`src/rtl/sliding_window_maximum_defines.svh`:
```
// Assertion macros shared by the sliding window maximum RTL.
`ifndef SLIDING_WINDOW_MAXIMUM_DEFINES_SVH
`define SLIDING_WINDOW_MAXIMUM_DEFINES_SVH

// Same-cycle implication, checked out of reset.
`define SWM_ASSERT_NOW(label, ante, cons, msg) \
    label: assert property (@(posedge clk) disable iff (!rst_n) (ante) |-> (cons)) \
        else $error(msg);

// Next-cycle implication, checked out of reset.
`define SWM_ASSERT_NEXT(label, ante, cons, msg) \
    label: assert property (@(posedge clk) disable iff (!rst_n) (ante) |=> (cons)) \
        else $error(msg);

`endif

```
`src/rtl/swm_pkg.sv`:
```
// Types, constants and register map of the sliding window maximum block.
`default_nettype none

package swm_pkg;

    localparam int unsigned SAMPLE_WIDTH       = 16;
    localparam int unsigned AGE_WIDTH          = 7;
    localparam int unsigned WSIZE_WIDTH        = 7;
    localparam int unsigned WINDOW_MAX_DEFAULT = 64;

    localparam logic [AGE_WIDTH-1:0]   AGE_LIMIT         = 7'd127;
    localparam logic [WSIZE_WIDTH-1:0] WINDOW_SIZE_RESET = 7'd1;

    // APB register map: one 32-bit register, word index taken from paddr[2]
    localparam int unsigned APB_ADDR_WIDTH = 3;
    localparam int unsigned APB_DATA_WIDTH = 32;
    localparam logic        REG_WINDOW_SIZE = 1'b0;

    typedef struct packed {
        logic signed [SAMPLE_WIDTH-1:0] sample;
        logic                           first_of_sequence;
        logic                           last_of_sequence;
    } item_t;

    typedef struct packed {
        logic signed [SAMPLE_WIDTH-1:0] window_max;
        logic                           last_result;
    } result_t;

    // One queue entry as seen by a slot and its neighbors
    typedef struct packed {
        logic                           valid;
        logic [AGE_WIDTH-1:0]           age;
        logic signed [SAMPLE_WIDTH-1:0] value;
    } swm_entry_t;

    // Broadcast control to every slot of the chain
    typedef struct packed {
        logic                           step;
        logic                           clear;
        logic                           shift;
        logic signed [SAMPLE_WIDTH-1:0] sample;
    } swm_ctl_t;

    typedef enum logic {
        SWM_IDLE,
        SWM_EXPIRE
    } swm_state_t;

endpackage

`default_nettype wire

```
`src/rtl/sliding_window_maximum.sv`:
```
// Top level of the streaming sliding window maximum with APB configuration.
//
// Usage:
//   Samples enter on the item channel (item_valid/item_ready, payload item).
//   Window maxima leave on the result channel (result_valid/result_ready,
//   payload result). Each beat carries one sample; a beat gives a result once
//   window_size samples of the current sequence have arrived, otherwise none.
//   first_of_sequence empties the queue; last_of_sequence comes back as
//   last_result. The user writes window_size (APB byte address 0) only while
//   idle (not enforced); 0 turns results off, values above WINDOW_MAX clamp.
// Timing:
//   A sample's result, if any, is registered in the output register. If more
//   than one candidate must leave the front, the block stays in EXPIRE until
//   they have left, which only happens after window_size has been lowered.
//   The WINDOW_MAX slots all age, compare and shift in the same cycle, so a
//   steady stream runs at one sample per clock, barring EXPIRE or output stalls.
// Reset and stall:
//   Reset empties the queue, clears the sample count and sets window_size to
//   1; no clearing pass is needed. While a result waits for result_ready, a
//   new sample is taken only in the cycle that the waiting result leaves.
`default_nettype none

module sliding_window_maximum #(
    parameter int unsigned WINDOW_MAX = swm_pkg::WINDOW_MAX_DEFAULT
) (
    input  wire logic                                 clk,
    input  wire logic                                 rst_n,
    input  wire logic                                 item_valid,
    output logic                                      item_ready,
    input  wire swm_pkg::item_t                       item,
    output logic                                      result_valid,
    input  wire logic                                 result_ready,
    output swm_pkg::result_t                          result,
    input  wire logic                                 psel,
    input  wire logic                                 penable,
    input  wire logic                                 pwrite,
    input  wire logic [swm_pkg::APB_ADDR_WIDTH-1:0]   paddr,
    input  wire logic [swm_pkg::APB_DATA_WIDTH-1:0]   pwdata,
    output logic [swm_pkg::APB_DATA_WIDTH-1:0]        prdata,
    output logic                                      pready
);

`include "sliding_window_maximum_defines.svh"

    localparam int unsigned CW = $clog2(WINDOW_MAX + 1);
    localparam int unsigned EW = (CW > swm_pkg::WSIZE_WIDTH) ? CW : swm_pkg::WSIZE_WIDTH;

    swm_pkg::swm_state_t                 state_reg;
    swm_pkg::swm_state_t                 state_next;
    logic [swm_pkg::WSIZE_WIDTH-1:0]     window_size_reg;
    logic [swm_pkg::WSIZE_WIDTH-1:0]     window_size_next;
    logic [CW-1:0]                       filled_reg;
    logic [CW-1:0]                       filled_next;
    logic                                pend_emit_reg;
    logic                                pend_emit_next;
    logic                                pend_last_reg;
    logic                                pend_last_next;
    logic                                result_valid_reg;
    logic                                result_valid_next;
    swm_pkg::result_t                    result_reg;
    swm_pkg::result_t                    result_next;

    logic                                cfg_write;
    logic                                accept;
    logic                                active;
    logic [EW-1:0]                       ws_ext;
    logic [EW-1:0]                       w_eff;
    logic [EW-1:0]                       w_min1;
    logic                                emit_now;
    logic                                emit_flag;
    logic                                last_flag;
    logic                                shift;
    logic                                still_expired;
    logic                                out_free;
    logic                                finish;
    logic                                load_result;
    swm_pkg::swm_entry_t                 head_next;
    swm_pkg::swm_ctl_t                   ctl;
    swm_pkg::swm_entry_t                 virt_arr [0:WINDOW_MAX];
    logic                                keep_arr [0:WINDOW_MAX];
    logic [WINDOW_MAX-1:0]               occ_vec;

    // ---------------- configuration port ----------------
    assign pready    = 1'b1;
    assign cfg_write = psel && penable && pwrite && (paddr[2] == swm_pkg::REG_WINDOW_SIZE);
    assign window_size_next = cfg_write ? pwdata[swm_pkg::WSIZE_WIDTH-1:0] : window_size_reg;

    always_comb
    begin
        prdata = '0;
        if (paddr[2] == swm_pkg::REG_WINDOW_SIZE)
        begin
            prdata[swm_pkg::WSIZE_WIDTH-1:0] = window_size_reg;
        end
    end

    // ---------------- window size and fill count ----------------
    assign ws_ext = EW'(window_size_reg);
    assign w_eff  = (ws_ext > EW'(WINDOW_MAX)) ? EW'(WINDOW_MAX) : ws_ext;
    // the freshly appended sample (age 0) never leaves in the same beat
    assign w_min1 = (w_eff == '0) ? EW'(1) : w_eff;

    assign accept = item_valid && item_ready;
    assign active = accept || (state_reg == swm_pkg::SWM_EXPIRE);

    always_comb
    begin
        filled_next = filled_reg;
        if (accept)
        begin
            if (item.first_of_sequence)
            begin
                filled_next = CW'(1);
            end
            else if (filled_reg < CW'(WINDOW_MAX))
            begin
                filled_next = filled_reg + 1'b1;
            end
        end
    end

    assign emit_now  = (w_eff != '0) && (EW'(filled_next) >= w_eff);
    assign emit_flag = accept ? emit_now : pend_emit_reg;
    assign last_flag = accept ? item.last_of_sequence : pend_last_reg;
    assign pend_emit_next = emit_flag;
    assign pend_last_next = last_flag;

    // ---------------- slot chain ----------------
    assign shift = active && virt_arr[0].valid && (EW'(virt_arr[0].age) >= w_min1);

    assign ctl.step   = accept;
    assign ctl.clear  = item.first_of_sequence;
    assign ctl.shift  = shift;
    assign ctl.sample = item.sample;

    assign keep_arr[0] = 1'b1;

    // virtual slot behind the chain catches the sample when every slot keeps
    assign virt_arr[WINDOW_MAX].valid = accept && keep_arr[WINDOW_MAX];
    assign virt_arr[WINDOW_MAX].age   = '0;
    assign virt_arr[WINDOW_MAX].value = item.sample;

    for (genvar i = 0; i < WINDOW_MAX; i++)
    begin : g_slot
        swm_slot u_slot (
            .clk        (clk),
            .rst_n      (rst_n),
            .ctl        (ctl),
            .left_keep  (keep_arr[i]),
            .right_virt (virt_arr[i+1]),
            .virt       (virt_arr[i]),
            .keep       (keep_arr[i+1]),
            .occ        (occ_vec[i])
        );
    end

    assign head_next     = shift ? virt_arr[1] : virt_arr[0];
    assign still_expired = head_next.valid && (EW'(head_next.age) >= w_min1);
    assign out_free      = !result_valid_reg || result_ready;
    assign finish        = active && !still_expired && (!emit_flag || out_free);

    // ---------------- control ----------------
    always_comb
    begin
        state_next = state_reg;
        unique case (state_reg)
            swm_pkg::SWM_IDLE:
            begin
                if (accept && !finish)
                begin
                    state_next = swm_pkg::SWM_EXPIRE;
                end
            end
            swm_pkg::SWM_EXPIRE:
            begin
                if (finish)
                begin
                    state_next = swm_pkg::SWM_IDLE;
                end
            end
            default:
            begin
                state_next = swm_pkg::SWM_IDLE;
            end
        endcase
    end

    always_comb
    begin
        unique case (state_reg)
            swm_pkg::SWM_IDLE:   item_ready = out_free;
            swm_pkg::SWM_EXPIRE: item_ready = 1'b0;
            default:             item_ready = 1'b0;
        endcase
        load_result = finish && emit_flag;
    end

    // ---------------- result register ----------------
    always_comb
    begin
        result_valid_next = result_valid_reg;
        result_next       = result_reg;
        if (load_result)
        begin
            result_valid_next       = 1'b1;
            result_next.window_max  = head_next.value;
            result_next.last_result = last_flag;
        end
        else if (result_ready)
        begin
            // drop the beat once taken
            result_valid_next = 1'b0;
        end
    end

    assign result_valid = result_valid_reg;
    assign result       = result_reg;

    always_ff @(posedge clk or negedge rst_n)
    begin
        if (!rst_n)
        begin
            state_reg        <= swm_pkg::SWM_IDLE;
            window_size_reg  <= swm_pkg::WINDOW_SIZE_RESET;
            filled_reg       <= '0;
            pend_emit_reg    <= 1'b0;
            pend_last_reg    <= 1'b0;
            result_valid_reg <= 1'b0;
        end
        else
        begin
            state_reg        <= state_next;
            window_size_reg  <= window_size_next;
            filled_reg       <= filled_next;
            pend_emit_reg    <= pend_emit_next;
            pend_last_reg    <= pend_last_next;
            result_valid_reg <= result_valid_next;
        end
    end

    always_ff @(posedge clk)
    begin
        result_reg <= result_next;
    end

    // ---------------- assertions ----------------
    `SWM_ASSERT_NOW(a_occ_prefix, 1'b1,
        ((occ_vec & (occ_vec + {{(WINDOW_MAX-1){1'b0}}, 1'b1})) == '0),
        "occupied slots do not form a prefix")
    `SWM_ASSERT_NOW(a_expire_nonempty, (state_reg == swm_pkg::SWM_EXPIRE), occ_vec[0],
        "queue empty while candidates are being retired")
    `SWM_ASSERT_NEXT(a_first_restarts, (accept && item.first_of_sequence),
        (filled_reg == CW'(1)), "first sample did not restart the count")
    `SWM_ASSERT_NOW(a_fill_bound, 1'b1, (filled_reg <= CW'(WINDOW_MAX)),
        "fill count beyond the slot count")

endmodule

`default_nettype wire

```
`src/rtl/swm_slot.sv`:
```
// One slot of the candidate queue: holds an entry and hands it to its left neighbor.
`default_nettype none

module swm_slot (
    input  wire logic                 clk,
    input  wire logic                 rst_n,
    input  wire swm_pkg::swm_ctl_t    ctl,
    input  wire logic                 left_keep,
    input  wire swm_pkg::swm_entry_t  right_virt,
    output swm_pkg::swm_entry_t       virt,
    output logic                      keep,
    output logic                      occ
);

    logic                                    valid_reg;
    logic                                    valid_next;
    logic [swm_pkg::AGE_WIDTH-1:0]           age_reg;
    logic [swm_pkg::AGE_WIDTH-1:0]           age_next;
    logic signed [swm_pkg::SAMPLE_WIDTH-1:0] value_reg;
    logic signed [swm_pkg::SAMPLE_WIDTH-1:0] value_next;
    logic                                    cur_valid;
    logic                                    smaller;
    logic [swm_pkg::AGE_WIDTH-1:0]           age_inc;
    swm_pkg::swm_entry_t                     entry_next;

    assign cur_valid = valid_reg && !(ctl.step && ctl.clear);
    assign smaller   = $signed(value_reg) < $signed(ctl.sample);
    assign keep      = cur_valid && !(ctl.step && smaller);
    assign age_inc   = (age_reg == swm_pkg::AGE_LIMIT) ? age_reg : age_reg + 1'b1;
    assign occ       = valid_reg;

    // View of this slot after aging, dropping smaller entries and appending
    always_comb
    begin
        if (ctl.step)
        begin
            if (keep)
            begin
                virt.valid = 1'b1;
                virt.age   = age_inc;
                virt.value = value_reg;
            end
            else
            begin
                // first free slot behind the kept prefix takes the new sample
                virt.valid = left_keep;
                virt.age   = '0;
                virt.value = ctl.sample;
            end
        end
        else
        begin
            virt.valid = valid_reg;
            virt.age   = age_reg;
            virt.value = value_reg;
        end
    end

    // Advance toward the front when the head expires
    assign entry_next = ctl.shift ? right_virt : virt;
    assign valid_next = entry_next.valid;
    assign age_next   = entry_next.age;
    assign value_next = entry_next.value;

    always_ff @(posedge clk or negedge rst_n)
    begin
        if (!rst_n)
        begin
            valid_reg <= 1'b0;
            age_reg   <= '0;
        end
        else
        begin
            valid_reg <= valid_next;
            age_reg   <= age_next;
        end
    end

    always_ff @(posedge clk)
    begin
        value_reg <= value_next;
    end

endmodule

`default_nettype wire
```
`config.mk`:
```
export PLATFORM = sky130hd
export DESIGN_NAME = sliding_window_maximum
export DESIGN_NICKNAME = d
export VERILOG_FILES = /design/src/rtl/swm_pkg.sv /design/src/rtl/sliding_window_maximum.sv /design/src/rtl/swm_slot.sv
export VERILOG_INCLUDE_DIRS = /design/src /design/src/rtl
export SDC_FILE = /design/constraint.sdc
export NUM_CORES = 2
export LEC_CHECK = 0
export BUFFER_PORTS_ARGS = -buffer_cell sky130_fd_sc_hd__buf_2
export CAP_MARGIN = 5
export CORE_AREA = 2 2 308 615
export DETAILED_ROUTE_END_ITERATION = 8
export DIE_AREA = 0 0 310 617
export PLACE_DENSITY = 0.61
export SYNTH_ARGS = -nofsm -noshare
export SYNTH_HDL_FRONTEND = slang
export SYNTH_SLANG_ARGS = --single-unit
```
`constraint.sdc`:
```
create_clock -name clk -period 14.5 [get_ports clk]
set_input_delay 0.725 -clock clk [delete_from_list [all_inputs] [get_ports clk]]
set_output_delay 0.725 -clock clk [all_outputs]
set_load 0.1 [all_outputs]
```
After elaboration in Yosys (flattened, before gate mapping)
Index checks and enable logic that the tools add are counted.
- bitwise operators: 2
- magnitude comparators: 69
- equality and inequality tests: 64
- reductions and logical operators: 281
- add/subtract/negate cells: 65
- multiplexer cells: 270
- operators with widths (cell ; number):
    two-way mux 24 bit ; 191
    less-than comparator 16 bit ; 64
    two-way mux 7 bit ; 70
    adder 7 x 1 -> 7 bit (second input constant) ; 65
    == test 7 bit (second input constant) ; 64
    logical AND 1 bit ; 206
    zero test 1 bit ; 69
    two-way mux 23 bit ; 1
    >= comparator 7 bit ; 3
    > comparator 7 bit (second input constant) ; 1
    zero test 7 bit ; 1
    less-than comparator 7 bit (second input constant) ; 1
    nonzero test 7 bit ; 1
    two-way mux 1 bit ; 6
    case mux 1 bit (2 select lines) ; 2
    logical OR 1 bit ; 3
    inverter 1 bit ; 2
    nonzero test 2 bit ; 1
- logic and storage cells: 951
- bits of input ports: 60
- flip-flop bits (word level): 1571

Depth between registers and ports, before layout
- depth in word-level cells: 22
- depth in mapped cells: 29
- depth with buffers taken out: 24

Modules after synthesis
Synthesis repeated with hierarchy kept, for this count alone.
- cell total of the unflattened synthesis: 15274
- area, all modules: 127315.9 sq um
- modules (own cells, without submodules) (module ; area an instance (sq um) ; times used ; sequential area each (sq um) ; cells each):
    swm_slot at g_slot[0].u_slot ... ; 1959.4 ; 52 ; 520.5 ; 236
    swm_slot at g_slot[57].u_slot ... ; 1913.1 ; 12 ; 520.5 ; 232
    sliding_window_maximum ; 2471.1 ; 1 ; 962.2 ; 218

Worst setup path after synthesis
Ideal clock, no wire load.
- path type: input-to-reg
- start: input port item[17] (netlist name)
- end: register result_reg (netlist bit result[0]), enable pin
- arrival time: 7.174 ns
- stages on the path: 27
- data required time: 14.110 ns
- setup slack: 6.935 ns
- cells stage by stage: inv_1 > ha_1 > nand4_1 > nor3_1 > a31oi_1 > a21oi_1 > o21ai_0 > ha_1 > nand2b_1 > a211oi_1 > o21a_1 > or3_1 > buf_2 > buf_2 > buf_2 > clkbuf_1 > buf_2 > clkbuf_1 > o2bb2ai_1 > ha_1 > o21ai_0 > a21oi_1 > o21a_1 > o211ai_1 > a22o_1 > o221ai_1 > nor2_1
- RTL lines (what ; RTL line ; text):
    start: declaration ; sliding_window_maximum.sv:30 ; input wire swm_pkg::item_t item,
    end signal: assignment ; sliding_window_maximum.sv:243 ; result_reg <= result_next;
    end: declaration ; sliding_window_maximum.sv:60 ; swm_pkg::result_t result_reg;

==> impl_metrics.tcl <==
set metrics [dict create \
    syn_inst 10380 \
    ys_async_sr_fraction 0.3374 \
    grt_usage 0.2929 \
    final-setup-viol-count 0 \
    core.rowCount 225 \
    design.portCount 112 \
    netlist_area_um2 92770 \
    antenna_found_initial 5 \
    synth_area_per_cell_um2 8.935 \
    final_common_cell "a21oi_1" \
    reg2reg_from "state_reg" \
    largest_reg_flops 1024 \
    cts.path.max_buffers 4 \
    cp.arrival_ps 8050 \
    vias 81320 \
    grt_pass1_vias 77240 \
    yosysWarnings 0 \
    max-cap-violations 0 \
    layout.area.seq_um2 34270 \
    startpoint "state_reg" \
    drive_gt1_frac 0.09513 \
    first_iter_violations 6791 \
    overflow 0 \
    final_cell_mix "a21oi_1 (1075), ha_1 (1046), dfxtp_1 (1024)" \
    die_w_um 310 \
    synth_seq_cells 1571 \
    layout_min_cycle_time_ps 7394 \
    whs_ps 107.7 \
    area_growth_pct 7.775 \
    start_kind "register" \
    timing.final.crit_share 0.5099 \
    fin_nets 11230 \
    totalPowerFinal_mw 21.68 \
    ys.flop_type "dfxtp_1" \
    dieArea_um2 191300 \
    core_um2 186900 \
    cts_buffers 163 \
    clock_latency_ps 860 \
    routedWlPerCell_um 22.51 \
    leakagePower_nw 43.18 \
    viasPerCell 6.382 \
    crit_type "register to register" \
    ys_seq_area_frac 0.3694 \
    worst_pin_slew_ps 1339 \
    hold_class "input port to register" \
    drt-pass1-iter-count 8 \
    hp-start "item[0]" \
    antenna_left 0 \
    peakVddDrop_mv 0.1545 \
    finClkSkew_ps 48.65 \
    worst_setup_path_end_kind "register" \
    initial_core_util 0.4963 \
    p_per_area_nw_per_um2 216.8 \
    cts_root_buffer "clkbuf_16" \
    synth_top_area_share 0.2210 \
    tns_ps 0 \
    status "complete, no violations" \
    drv_slew 0 \
    required_ps 15150 \
    grt_pass1_wl_um 448900 \
    synth_cell_types 102 \
    die_h_um 617 \
    synth_top_cell_by_area "dfxtp_1" \
    rsz0062_at_grt "false" \
    synth_area_leaders "dfxtp_1 (22%), dfrtp_1 (14%), ha_1 (14%)" \
    hold_depth 3 \
    hold_buffers 1 \
    synth_edf_count 17 \
    drc 0 \
    grt_max_degree 157 \
    path_max_fanout 131 \
    clock.fmax_ghz 0.1352 \
    hpwlAfterDp_um 190500 \
    routed_wirelength_um 286800 \
    path_clk_slew_ps 60 \
    post_cts_buffers 0 \
    place_congestion 0.8453 \
    fillers 17500 \
    r2r_slack_ps 7110 \
    final_hold_viol_count 0 \
    h-tree-depth 4 \
    port_buffers 58 \
    cts_tree "yes" \
    multi_input_area_um2 54950 \
    slew_headroom 0.1021 \
    reg2reg_depth 16 \
    cts_resized 0 \
    cts.sinks 1571 \
]
-- critical path: stages (launching register included) --
cell,delay [ps]
dfrtp_1,450
nand3b_1,530
buf_4,620
o221ai_1,240
a21oi_1,370
nor2_2,160
nor2_1,220
ha_1,260
o21ai_0,150
nand2b_1,70
a21oi_1,230
or3_4,580
buf_12,510
buf_4,770
buf_4,690
mux2i_2,880
a211oi_1,190
-- Yosys cell counts (91+ instances only) --
cell type  count
a21o_1       171
a211oi_1     203
nand4_1       92
clkbuf_1     320
nand2b_1      91
o21ai_0      419
nand3_1      216
o22ai_1      476
mux2_2       137
nand2_1      878
a31oi_1      118
a21oi_1     1075
dfxtp_1     1024
buf_2        213
nor2_1       990
and3_1       149
o221a_2      244
dfrtp_1      529
nor3_1       104
mux2i_1      134
inv_1        248
ha_1        1046
a221oi_1     183
-- final timing paths --
path / end
max reg2reg: g_slot[23].u_slot.value_reg[11]
min in group asynchronous: g_slot[29].u_slot.occ
max in group asynchronous: g_slot[57].u_slot.age_reg[0]
min reg2reg: g_slot[58].u_slot.value_reg[0]
max: g_slot[23].u_slot.value_reg[11]
min: pend_last_reg
-- routing by layer --
| layer | vias up | track usage | wire [um] | share of wire |
|---|---|---|---|---|
| met4 | 2 | 0.09360 | 9168 | 0.032 |
| met1 | 39760 | 0.4120 | 130800 | 0.46 |
| li1 | 38790 | - | - | - |
| met5 | - | 0 | 13 | 0.000045 |
| met2 | 2255 | 0.4684 | 130700 | 0.46 |
| met3 | 509 | 0.03132 | 16050 | 0.056 |
-- cell type report --
cell class / count / share of cell area
inverter: 249 / 0.009736
multi-input combinational: 7951 / 0.5496
sequential: 1571 / 0.3428
tap: 2497 / 0.03125
timing repair buffer: 184 / 0.01329
clock buffer: 243 / 0.04904
clock inverter: 41 / 0.004130
antenna: 6 / 0.0001502
-- cell families after synthesis --
logic type	count (synthesis)	share of synthesized area
buffers and inverters	885	0.04103
other	2	0.00008095
xor gates and xnor gates	84	0.007930
DFF	1571	0.3694
and+or+nand+nor	2936	0.1463
adders and majority gates	1046	0.1411
AOI/OAI and AO/OA	3577	0.2610
muxes	282	0.03312
-- power breakdown --
part / switching [mW] / total, mW / internal, mW
Clock: 1.88 / 4.34 / 2.46
Sequential: 1.71 / 7.89 / 6.19
Combinational: 5.66 / 9.44 / 3.78
Total: 9.25 / 21.7 / 12.4
-- stage by stage --
stage                     cells  area [um^2]  setup slack [ps]    util
after floorplan           10410        92860              6935       -
after global placement    12450        94630              6778  0.5062
after global routing      12740        99970              6695  0.5348
after CTS                 12730        99950              7249  0.5347
final                     12740        99980              7106  0.5349
after detailed placement  12450        94630              6743  0.5062
Power figures use the tool's default switching activity.
